--- src/ptach_pkg.sv ---
// constants and shared types of the pulse tachometer
// no dependencies
package ptach_pkg;

  // event kinds
  localparam logic KIND_EDGE  = 1'b0;
  localparam logic KIND_CHECK = 1'b1;

  // field widths
  localparam int TIME_W  = 32;
  localparam int RPM_W   = 16;
  localparam int COUNT_W = 32;

  // rpm numerator, width chosen to hold it exactly
  localparam int NUM_W = 26;
  localparam logic [NUM_W-1:0] RPM_NUMERATOR = NUM_W'(60000000);
  localparam int CNT_W = $clog2(NUM_W);

  localparam logic [TIME_W-1:0]  IDLE_INTERVAL = TIME_W'(100000000);
  localparam logic [TIME_W-1:0]  TIMEOUT_RESET = TIME_W'(500000);
  localparam logic [TIME_W-1:0]  EDGE_RESET    = TIME_W'(1);
  localparam logic [RPM_W-1:0]   RPM_MAX       = {RPM_W{1'b1}};

  // divider status toward the control logic
  typedef struct packed {
    logic             done;
    logic [RPM_W-1:0] rpm;
  } div_status_t;

endpackage

--- src/ptach_if.sv ---
// valid/ready channel interfaces for tach events and speed results
// depends on ptach_pkg
interface ptach_event_if;
  logic                         valid;
  logic                         ready;
  logic                         kind;
  logic [ptach_pkg::TIME_W-1:0] now_us;

  modport source (output valid, output kind, output now_us, input ready);
  modport sink (input valid, input kind, input now_us, output ready);
endinterface

interface ptach_result_if;
  logic                          valid;
  logic                          ready;
  logic [ptach_pkg::RPM_W-1:0]   rpm;
  logic                          timed_out;
  logic [ptach_pkg::COUNT_W-1:0] pulse_count;

  modport source (output valid, output rpm, output timed_out, output pulse_count,
                  input ready);
  modport sink (input valid, input rpm, input timed_out, input pulse_count,
                output ready);
endinterface

--- src/ptach_div.sv ---
// bit-serial restoring divider: rpm numerator over the smoothed interval
// depends on ptach_pkg
module ptach_div (
  input  logic                         clk,
  input  logic                         rst,
  input  logic                         start,
  input  logic [ptach_pkg::TIME_W-1:0] divisor,
  output ptach_pkg::div_status_t       status
);

  logic                          busy;
  logic                          done;
  logic [ptach_pkg::CNT_W-1:0]   cnt;
  logic [ptach_pkg::NUM_W-1:0]   num;
  logic [ptach_pkg::NUM_W-1:0]   quo;
  logic [ptach_pkg::NUM_W-1:0]   rem;
  logic [ptach_pkg::TIME_W-1:0]  dvs;
  logic [ptach_pkg::NUM_W:0]     trial;
  logic                          fits;
  logic [ptach_pkg::NUM_W:0]     diff;
  logic [ptach_pkg::NUM_W-1:0]   rem_next;

  // one quotient bit per cycle
  always_comb begin
    trial    = {rem, num[ptach_pkg::NUM_W-1]};
    fits     = {{(ptach_pkg::TIME_W-ptach_pkg::NUM_W-1){1'b0}}, trial} >= dvs;
    diff     = trial - dvs[ptach_pkg::NUM_W:0];
    rem_next = fits ? diff[ptach_pkg::NUM_W-1:0] : trial[ptach_pkg::NUM_W-1:0];
  end

  always_ff @(posedge clk) begin
    if (rst) begin
      busy <= 1'b0;
      done <= 1'b0;
      cnt  <= '0;
    end else begin
      done <= 1'b0;
      if (start) begin
        busy <= 1'b1;
        cnt  <= '0;
        num  <= ptach_pkg::RPM_NUMERATOR;
        rem  <= '0;
        quo  <= '0;
        dvs  <= divisor;
      end else if (busy) begin
        num <= {num[ptach_pkg::NUM_W-2:0], 1'b0};
        rem <= rem_next;
        quo <= {quo[ptach_pkg::NUM_W-2:0], fits};
        cnt <= cnt + 1'b1;
        if (cnt == ptach_pkg::CNT_W'(ptach_pkg::NUM_W - 1)) begin
          busy <= 1'b0;
          done <= 1'b1;
        end
      end
    end
  end

  // saturate the quotient to the rpm range
  always_comb begin
    status.done = done;
    status.rpm  = (|quo[ptach_pkg::NUM_W-1:ptach_pkg::RPM_W]) ? ptach_pkg::RPM_MAX
                                                              : quo[ptach_pkg::RPM_W-1:0];
  end

endmodule

--- src/pulse_tachometer_rpm_core.sv ---
// period-based tachometer core: smoothed pulse interval to rpm
// depends on ptach_pkg, ptach_if and ptach_div
//
// usage:
//   tach carries timestamped events: kind edge (falling tach edge) or check
//   (timeout poll), each with a free-running microsecond time now_us.
//   speed returns one result per event: rpm, timed_out and pulse_count.
//   cfg_wr_en/cfg_wr_data write the timeout in us; write it only while idle.
// timing:
//   an edge with a nonzero smoothed interval runs a 26-step bit-serial divide
//   of 60000000 by that interval; a zero interval gives full-scale rpm with no
//   divide. every result, edge or check, passes S_FIN into the output register,
//   and the next event is taken once the core is back in S_IDLE.
//   the divider, one quotient bit per cycle, sets the edge rate while the
//   output register is free. one event is in work at a time; a new event is
//   taken while the previous result still waits in the output register.
// reset: rst is synchronous; timeout returns to 500000 us, interval to
//   100000000, rpm and pulse count to 0, last edge time to 1.
// stall: a finished result holds the core until the output register is free.
module pulse_tachometer_rpm_core (
  input  logic                         clk,
  input  logic                         rst,
  ptach_event_if.sink                  tach,
  ptach_result_if.source               speed,
  input  logic                         cfg_wr_en,
  input  logic [ptach_pkg::TIME_W-1:0] cfg_wr_data
);

  typedef enum logic [1:0] {
    S_IDLE,
    S_DIV,
    S_FIN
  } state_t;

  state_t                        state;
  logic [ptach_pkg::TIME_W-1:0]  timeout;
  logic [ptach_pkg::TIME_W-1:0]  last_edge_time;
  logic [ptach_pkg::TIME_W-1:0]  interval;
  logic [ptach_pkg::RPM_W-1:0]   current_rpm;
  logic [ptach_pkg::COUNT_W-1:0] edge_total;
  logic                          flag;
  logic                          out_valid;
  logic [ptach_pkg::RPM_W-1:0]   out_rpm;
  logic                          out_timed_out;
  logic [ptach_pkg::COUNT_W-1:0] out_count;

  logic                          accept;
  logic                          is_edge;
  logic [ptach_pkg::TIME_W-1:0]  elapsed;
  logic [ptach_pkg::TIME_W-1:0]  interval_next;
  logic                          div_start;
  logic                          out_load;
  ptach_pkg::div_status_t        div_status;

  // event decode and interval smoothing
  always_comb begin
    accept        = tach.valid && tach.ready;
    is_edge       = tach.kind == ptach_pkg::KIND_EDGE;
    elapsed       = tach.now_us - last_edge_time;
    interval_next = (interval - (interval >> 2)) + (elapsed >> 2);
    div_start     = accept && is_edge && (interval_next != '0);
    out_load      = (state == S_FIN) && (!out_valid || speed.ready);
  end

  assign tach.ready        = state == S_IDLE;
  assign speed.valid       = out_valid;
  assign speed.rpm         = out_rpm;
  assign speed.timed_out   = out_timed_out;
  assign speed.pulse_count = out_count;

  ptach_div u_div (
    .clk     (clk),
    .rst     (rst),
    .start   (div_start),
    .divisor (interval_next),
    .status  (div_status)
  );

  // control, speed state and output register
  always_ff @(posedge clk) begin
    if (rst) begin
      state          <= S_IDLE;
      timeout        <= ptach_pkg::TIMEOUT_RESET;
      last_edge_time <= ptach_pkg::EDGE_RESET;
      interval       <= ptach_pkg::IDLE_INTERVAL;
      current_rpm    <= '0;
      edge_total     <= '0;
      flag           <= 1'b0;
      out_valid      <= 1'b0;
    end else begin
      if (cfg_wr_en) begin
        timeout <= cfg_wr_data;
      end
      // output register: load a finished result, else free it on a transfer
      if (out_load) begin
        out_valid     <= 1'b1;
        out_rpm       <= current_rpm;
        out_timed_out <= flag;
        out_count     <= edge_total;
      end else if (speed.valid && speed.ready) begin
        out_valid <= 1'b0;
      end
      unique case (state)
        S_IDLE: begin
          if (accept) begin
            if (is_edge) begin
              interval       <= interval_next;
              last_edge_time <= tach.now_us;
              edge_total     <= edge_total + 1'b1;
              flag           <= 1'b0;
              if (interval_next == '0) begin
                current_rpm <= ptach_pkg::RPM_MAX;
                state       <= S_FIN;
              end else begin
                state <= S_DIV;
              end
            end else begin
              if (elapsed > timeout) begin
                current_rpm <= '0;
                interval    <= ptach_pkg::IDLE_INTERVAL;
                flag        <= 1'b1;
              end else begin
                flag <= 1'b0;
              end
              state <= S_FIN;
            end
          end
        end
        S_DIV: begin
          if (div_status.done) begin
            current_rpm <= div_status.rpm;
            state       <= S_FIN;
          end
        end
        S_FIN: begin
          // wait until the output register takes the result
          if (out_load) begin
            state <= S_IDLE;
          end
        end
        default: begin
          state <= S_IDLE;
        end
      endcase
    end
  end

endmodule

--- src/flat_wrapper.sv ---
// flat-port wrapper written by rule: the top's interface ports become plain ports
module pulse_tachometer_rpm_core_flat 
  (clk, rst, cfg_wr_en, cfg_wr_data, tach_valid, tach_kind, tach_now_us, tach_ready, speed_valid, speed_rpm, speed_timed_out, speed_pulse_count, speed_ready);
  ptach_event_if tach_i ();
  ptach_result_if speed_i ();
  input  logic clk;
  input  logic rst;
  input  logic cfg_wr_en;
  input  logic [ptach_pkg::TIME_W-1:0] cfg_wr_data;
  input wire logic [$bits(tach_i.valid)-1:0] tach_valid;
  input wire logic [$bits(tach_i.kind)-1:0] tach_kind;
  input wire logic [$bits(tach_i.now_us)-1:0] tach_now_us;
  output wire logic [$bits(tach_i.ready)-1:0] tach_ready;
  output wire logic [$bits(speed_i.valid)-1:0] speed_valid;
  output wire logic [$bits(speed_i.rpm)-1:0] speed_rpm;
  output wire logic [$bits(speed_i.timed_out)-1:0] speed_timed_out;
  output wire logic [$bits(speed_i.pulse_count)-1:0] speed_pulse_count;
  input wire logic [$bits(speed_i.ready)-1:0] speed_ready;
  assign tach_i.valid = tach_valid;
  assign tach_i.kind = tach_kind;
  assign tach_i.now_us = tach_now_us;
  assign tach_ready = tach_i.ready;
  assign speed_valid = speed_i.valid;
  assign speed_rpm = speed_i.rpm;
  assign speed_timed_out = speed_i.timed_out;
  assign speed_pulse_count = speed_i.pulse_count;
  assign speed_i.ready = speed_ready;
  pulse_tachometer_rpm_core u_core (.clk(clk), .rst(rst), .tach(tach_i), .speed(speed_i), .cfg_wr_en(cfg_wr_en), .cfg_wr_data(cfg_wr_data));
endmodule
--- config.mk ---
export PLATFORM = sky130hd
export DESIGN_NAME = pulse_tachometer_rpm_core_flat
export DESIGN_NICKNAME = d
export VERILOG_FILES = /design/src/ptach_pkg.sv /design/src/ptach_if.sv /design/src/ptach_div.sv /design/src/pulse_tachometer_rpm_core.sv /design/src/flat_wrapper.sv
export SDC_FILE = /design/constraint.sdc
export NUM_CORES = 1
export LEC_CHECK = 0
export BUFFER_PORTS_ARGS = -buffer_cell sky130_fd_sc_hd__buf_2
export CAP_MARGIN = 40
export CORE_MARGIN = 5
export CORE_UTILIZATION = 31
export DETAILED_ROUTE_END_ITERATION = 7
export GPL_TIMING_DRIVEN = 0
export SYNTH_ARGS = -nofsm -noshare
export SYNTH_HDL_FRONTEND = slang
export SYNTH_SLANG_ARGS = --single-unit
--- constraint.sdc ---
create_clock -name clk -period 13.98 [get_ports clk]
set_input_delay 1.398 -clock clk [delete_from_list [all_inputs] [get_ports clk]]
set_output_delay 1.398 -clock clk [all_outputs]
set_load 0.005 [all_outputs]
== After elaboration in Yosys (flattened, before gate mapping) ==
Index checks and enable logic that the tools add are counted.

* Register bits: 306
* Output and inout bits: 51

* Equal/unequal tests: 9
* Magnitude comparators: 2
* Multiplexer cells: 27
* $add $sub $neg: 6
* Reduce and logical (&&, ||, !) cells: 24
* Bitwise logic cells: 3

{| class="wikitable"
|+ Operator list
! operator !! count
|-
| 26-bit 2-to-1 mux || 4
|-
| 16-bit 2-to-1 mux || 6
|-
| 32-bit 2-to-1 mux || 2
|-
| 32-bit by 1-bit adder with 32-bit output, second input constant || 1
|-
| 32-bit by 30-bit adder with 32-bit output || 1
|-
| 27-bit by 32-bit >= comparator with 1-bit output || 1
|-
| 32-bit greater-than comparator || 1
|-
| 32-bit logical NOT || 1
|-
| 16-bit case mux with 2 select lines || 1
|-
| 32-bit nonzero test || 1
|-
| 32-bit by 30-bit subtractor with 32-bit output || 1
|-
| 32-bit subtractor || 1
|-
| 26-bit subtractor || 1
|-
| 2-bit 2-to-1 mux || 5
|-
| 10-bit OR reduction || 1
|-
| 3-bit AND reduction || 3
|-
| 1-bit 2-to-1 mux || 8
|-
| 2-bit AND reduction || 4
|-
| 3-bit != test, second input constant || 2
|-
| 2-bit case mux with 3 select lines || 1
|-
| 2-bit nonzero test || 3
|-
| 5-bit by 1-bit adder with 5-bit output, second input constant || 1
|-
| 5-bit equality test, second input constant || 1
|-
| 1-bit logical AND || 5
|-
| 11 further kinds || 15
|}

== Longest topological paths before layout ==
* Depth after elaboration: 7
* Mapped depth: 29

== By module ==
Synthesis repeated with hierarchy kept, for this count alone.

* Cells, all modules: 1918
* Area, all modules: 17938.5 µm²

{| class="wikitable"
|+ By module, submodules not included
! module !! area an instance (µm²) !! times used !! sequential area each (µm²) !! cells each
|-
| pulse_tachometer_rpm_core || 12258.0 || 1 || 4434.3 || 1416
|-
| ptach_div || 5680.4 || 1 || 3203.1 || 502
|}

== Least setup slack after synthesis ==
No wires, ideal clock.

* Path kind: input-to-reg
* Start point: in tach_now_us[11]
* End point: reg u_core.u_div.num[10] (netlist name), enable pin
* Path buffers: 2
* Arrival: 9946 ps
* Setup slack: 3513 ps
* Stages on the path: 25
* Cells stage by stage: ha_1 a21o_1 a211o_1 a2111oi_0 nor3_1 o211a_1 o311ai_1 o21ai_0 o41ai_2 o2111ai_1 a21oi_1 xnor2_1 fa_1 ha_1 clkbuf_1 a21oi_1 o21ai_0 a21o_1 a221oi_2 xnor2_1 nor4b_1 nand4b_2 nand2_1 buf_2 a21oi_1

* Word-level cells in the longest chain between the ends: 6

{| class="wikitable"
|+ RTL lines
! element !! line !! text
|-
| from (decl) || flat_wrapper.sv:12 || <nowiki>input wire logic [$bits(tach_i.now_us)-1:0] tach_now_us;</nowiki>
|-
| 32-bit subtractor || pulse_tachometer_rpm_core.sv:59 || <nowiki>elapsed = tach.now_us - last_edge_time;</nowiki>
|-
| 32-bit by 30-bit adder with 32-bit output || pulse_tachometer_rpm_core.sv:60 || <nowiki>interval_next = (interval - (interval >> 2)) + (elapsed >> 2);</nowiki>
|-
| net u_core.interval_next, one bit || pulse_tachometer_rpm_core.sv:50 || <nowiki>logic [ptach_pkg::TIME_W-1:0] interval_next;</nowiki>
|-
| 32-bit nonzero test || pulse_tachometer_rpm_core.sv:61 || <nowiki>div_start = accept && is_edge && (interval_next != '0);</nowiki>
|-
| 1-bit logical AND || pulse_tachometer_rpm_core.sv:61 ||
|-
| 2-bit nonzero test (no source line) || -- ||
|-
| 2-bit AND reduction (no source line) || -- ||
|-
| to (signal assigned) || ptach_div.sv:41 || <nowiki>num <= ptach_pkg::RPM_NUMERATOR;</nowiki>
|-
| to (signal assigned) || ptach_div.sv:46 || <nowiki>num <= {num[ptach_pkg::NUM_W-2:0], 1'b0};</nowiki>
|-
| to (decl) || ptach_div.sv:14 || <nowiki>logic [ptach_pkg::NUM_W-1:0] num;</nowiki>
|}

The timed path passes the listed nets, and every way through them passes these cells.
A chain may end at the register's enable or synchronous reset.

== Worst setup path after layout ==
* Start point: in tach_now_us[11]
* End point: reg u_core.u_div.dvs[15] (netlist name), enable pin

* Word-level cells in the longest chain between the ends: 5

{| class="wikitable"
|+ RTL lines
! element !! line !! text
|-
| 32-bit subtractor || pulse_tachometer_rpm_core.sv:59 ||
|-
| 32-bit by 30-bit adder with 32-bit output || pulse_tachometer_rpm_core.sv:60 ||
|-
| net u_core.interval_next, one bit || pulse_tachometer_rpm_core.sv:50 ||
|-
| 32-bit nonzero test || pulse_tachometer_rpm_core.sv:61 ||
|-
| 1-bit logical AND || pulse_tachometer_rpm_core.sv:61 ||
|-
| 2-bit AND reduction (no source line) || -- ||
|-
| to (signal assigned) || ptach_div.sv:44 || <nowiki>dvs <= divisor;</nowiki>
|-
| to (decl) || ptach_div.sv:17 || <nowiki>logic [ptach_pkg::TIME_W-1:0] dvs;</nowiki>
|}

The timed path passes the listed nets, and every way through them passes these cells.

==> qor.csv <==
stage,metric,value,unit
synthesis,ys_ff_latch,306,
worst_setup_path,ff2ff_setup_slack,6.32,ns
drt,dr.first_iter.drc_count,649,
drt,route.vias.total,13032,
place,io_buffer_count,118,
grt,overflow,0,
timing,setup_viol,0,
worst_hold_path,hp-start,u_core.current_rpm[0],
power,vdd_drop_max,0.000117,V
worst_setup_path,rr_worst_depth,27,
finish,multi_input_area,0.00892,sq mm
floorplanning,chipHeight,247,um
timing,worstMarginPinSlew,0.894,ns
outcome,status,"complete, no violations",
synthesis,synth_edf_count,151,
worst_hold_path,min_path_cells,0,
synthesis,syn_inst,1768,
floorplanning,core_area,0.0553,sq mm
worst_setup_path,arrival,8.53,ns
worst_setup_path,cp.required,14.23,ns
place,place_hpwl,32300,um
clock_network,cts_resized,0,
clock_network,clkSinkCount,306,
timing,whs,0.433,ns
clock_network,cts_buffer_depth,3,
finish,syn_to_final_growth,17.2,%
timing,setup_tns,0,ns
clock_network,postCtsSetupBuffers,0,
place,dpl_cell_area,0.0191,sq mm
worst_setup_path,worstReg2RegStart,u_core.last_edge_time[11],
clock_network,clk_pin_slew,0.05,ns
synthesis,avgSynthCellArea,9.83,sq um
clock_network,cts_tree,done,
finish,fin_area,0.0204,sq mm
power,power.leakage,8.26,nW
drt,vias_per_cell,4.80,
worst_setup_path,critPathLaunchType,input pin,
timing,rsz0062_at_grt,no,
grt,grt_use_total,13.5,%
finish,nFillCells,5590,
worst_setup_path,cp_max_fo,19,
drt,drt-pass1-iter-count,5,
worst_setup_path,end_kind,register,
clock_network,cts_root_buffer,clkbuf_16,
finish,fin_nets,2166,
drt,wl_per_cell,15.2,um
synthesis,synth.most_common_cell,nor2_1,
timing,period_share,59.2,%
floorplanning,dieArea,0.0609,sq mm
grt,antenna_found_initial,0,
synthesis,netlist_area,0.0174,sq mm
finish,seqCellArea,0.00764,sq mm
timing,fmax,0.121,GHz
drt,drtAntennaViolNets,0,
worst_setup_path,cp.buffers_inverters,4,
synthesis,synth_common_cells,"159 x nor2_1, 158 x nand2_1, 155 x dfxtp_1",
floorplanning,die_x,247,um
synthesis,ys_async_sr_fraction,0,%
worst_setup_path,cpLargestDelayFamily,compound AO/OA/AOI/OAI gates,
worst_hold_path,worstHoldPathType,reg -> reg,
synthesis,synthFlopType,dfxtp_1,
floorplanning,ios,121,
synthesis,yosysWarnings,0,
timing,drv_slew,0,
timing,layout_setup_ws,5.70,ns
synthesis,yosysUniqueCellTypes,75,
timing,finalHoldViolations,0,
place,gp_congestion,0.866,
worst_setup_path,startpoint,tach_now_us[11],
drt,drc,0,
synthesis,synth_top_area_share,26.1,%
synthesis,yosys-top-cells-area,"edfxtp_1 26%, dfxtp_1 18%, ha_1 9.0%",
clock_network,cts-hold-fix-buffers,0,
grt,grt_first_pass_wirelength,67500,um
clock_network,htreeDepth,2,
power,power_density,210,mW/mm^2
timing,period_minus_slack,8.28,ns
finish,drive_above_1_share,11.9,%
drt,drt_wl_total,41400,um
run,drv_cap,0,
synthesis,yosysSeqAreaShare,43.9,%
grt,grt_pass1_vias,13024,
timing,slew_headroom,40.4,%
clock_network,clock_latency,0.55,ns
floorplanning,rows,86,
clock_network,cts_buffers,37,
synthesis,synth_nets,1995,
floorplanning,initial_core_util,31.4,%
timing,fin_skew,0.0221,ns
grt,grt_max_degree,25,
worst_setup_path,slowest_delay,0.64,ns
worst_setup_path,critical_path_depth,27,
place,post-place-ws,5.12,ns
worst_setup_path,crit_path_top_delay_cell,o311ai_0,
worst_setup_path,worstSetupPathType,in -> reg,
synthesis,synth_top_area_cell,edfxtp_1,
-- logic make-up (layout without fill, tap and decap cells) --
logic type	after synthesis	in the layout	share of synthesized area, %
buffers and inverters	217	417	4.87
AND/OR/NAND/NOR	534	534	14.5
multiplexers	67	67	3.87
XOR/XNOR	106	106	5.34
other	0	1	0
adder cells (fa/ha/maj)	157	157	12.7
flip-flops	306	306	43.9
AO/OA/AOI/OAI	381	381	14.8
-- state kept, by name (all words and copies together), names as in the netlist --
signal                    cells
u_core.current_rpm           16
u_core.edge_total            32
u_core.flag                   1
u_core.interval              32
u_core.last_edge_time        32
u_core.speed.pulse_count     32
u_core.speed.rpm             16
u_core.speed.timed_out        1
u_core.speed.valid            1
u_core.state                  2
u_core.timeout               32
u_core.u_div.busy             1
u_core.u_div.cnt              5
u_core.u_div.done             1
u_core.u_div.dvs             32
u_core.u_div.num             18
u_core.u_div.quo             26
u_core.u_div.rem             26
-- final timing paths --
check | to
max | u_core.u_div.dvs[15]
min | u_core.speed.rpm[0]
min reg2reg | u_core.speed.rpm[0]
max reg2reg | u_core.u_div.dvs[15]
-- stage by stage --
stage | utilization, % | cells | total power, W
CTS | 36.8 | 2716 | 0.00428
global placement | 34.2 | 2634 | 0.00323
finish | 36.8 | 2717 | 0.00427
detailed placement | 34.6 | 2648 | 0.00328
global route | 36.8 | 2716 | 0.00461
floorplan | - | 1768 | 0.00279
-- cells in the final DEF, fill, tap and decap left out, types with 52 or more instances in the layout --
cell type and n:
nand2_1 158, a21oi_1 110, ha_1 125, o21ai_0 62, edfxtp_1 151, clkbuf_1 52
xnor2_1 59, nor2_1 158, inv_1 148, buf_2 131, mux2i_1 65, dfxtp_1 155
-- per-layer routing --
metal	wire length, um	GRT usage (%)	vias up
li1	-	-	6610
met1	18800	17.5	6121
met2	19600	23.1	244
met3	1870	2.44	57
met4	1040	3.92	0
met5	0	0	-
-- final cells by class --
type                            instances  share of cell area [%]
Antenna cell                            1                  0.0123
Buffer                                 67                    1.39
Clock buffer                           46                    4.86
Clock inverter                         22                    1.25
Inverter                              150                    2.76
Multi-Input combinational cell       1245                    43.8
Sequential cell                       306                    37.5
Tap cell                              748                    4.59
Timing Repair Buffer                  132                    3.86
-- report_power, final --
group,internal [W],total [W],switching (W)
logic,0.000823,0.00211,0.00129
registers,0.00112,0.00118,0.0000638
clock network,0.000571,0.000980,0.000409
No activity file was read; power rests on OpenSTA's default activity.
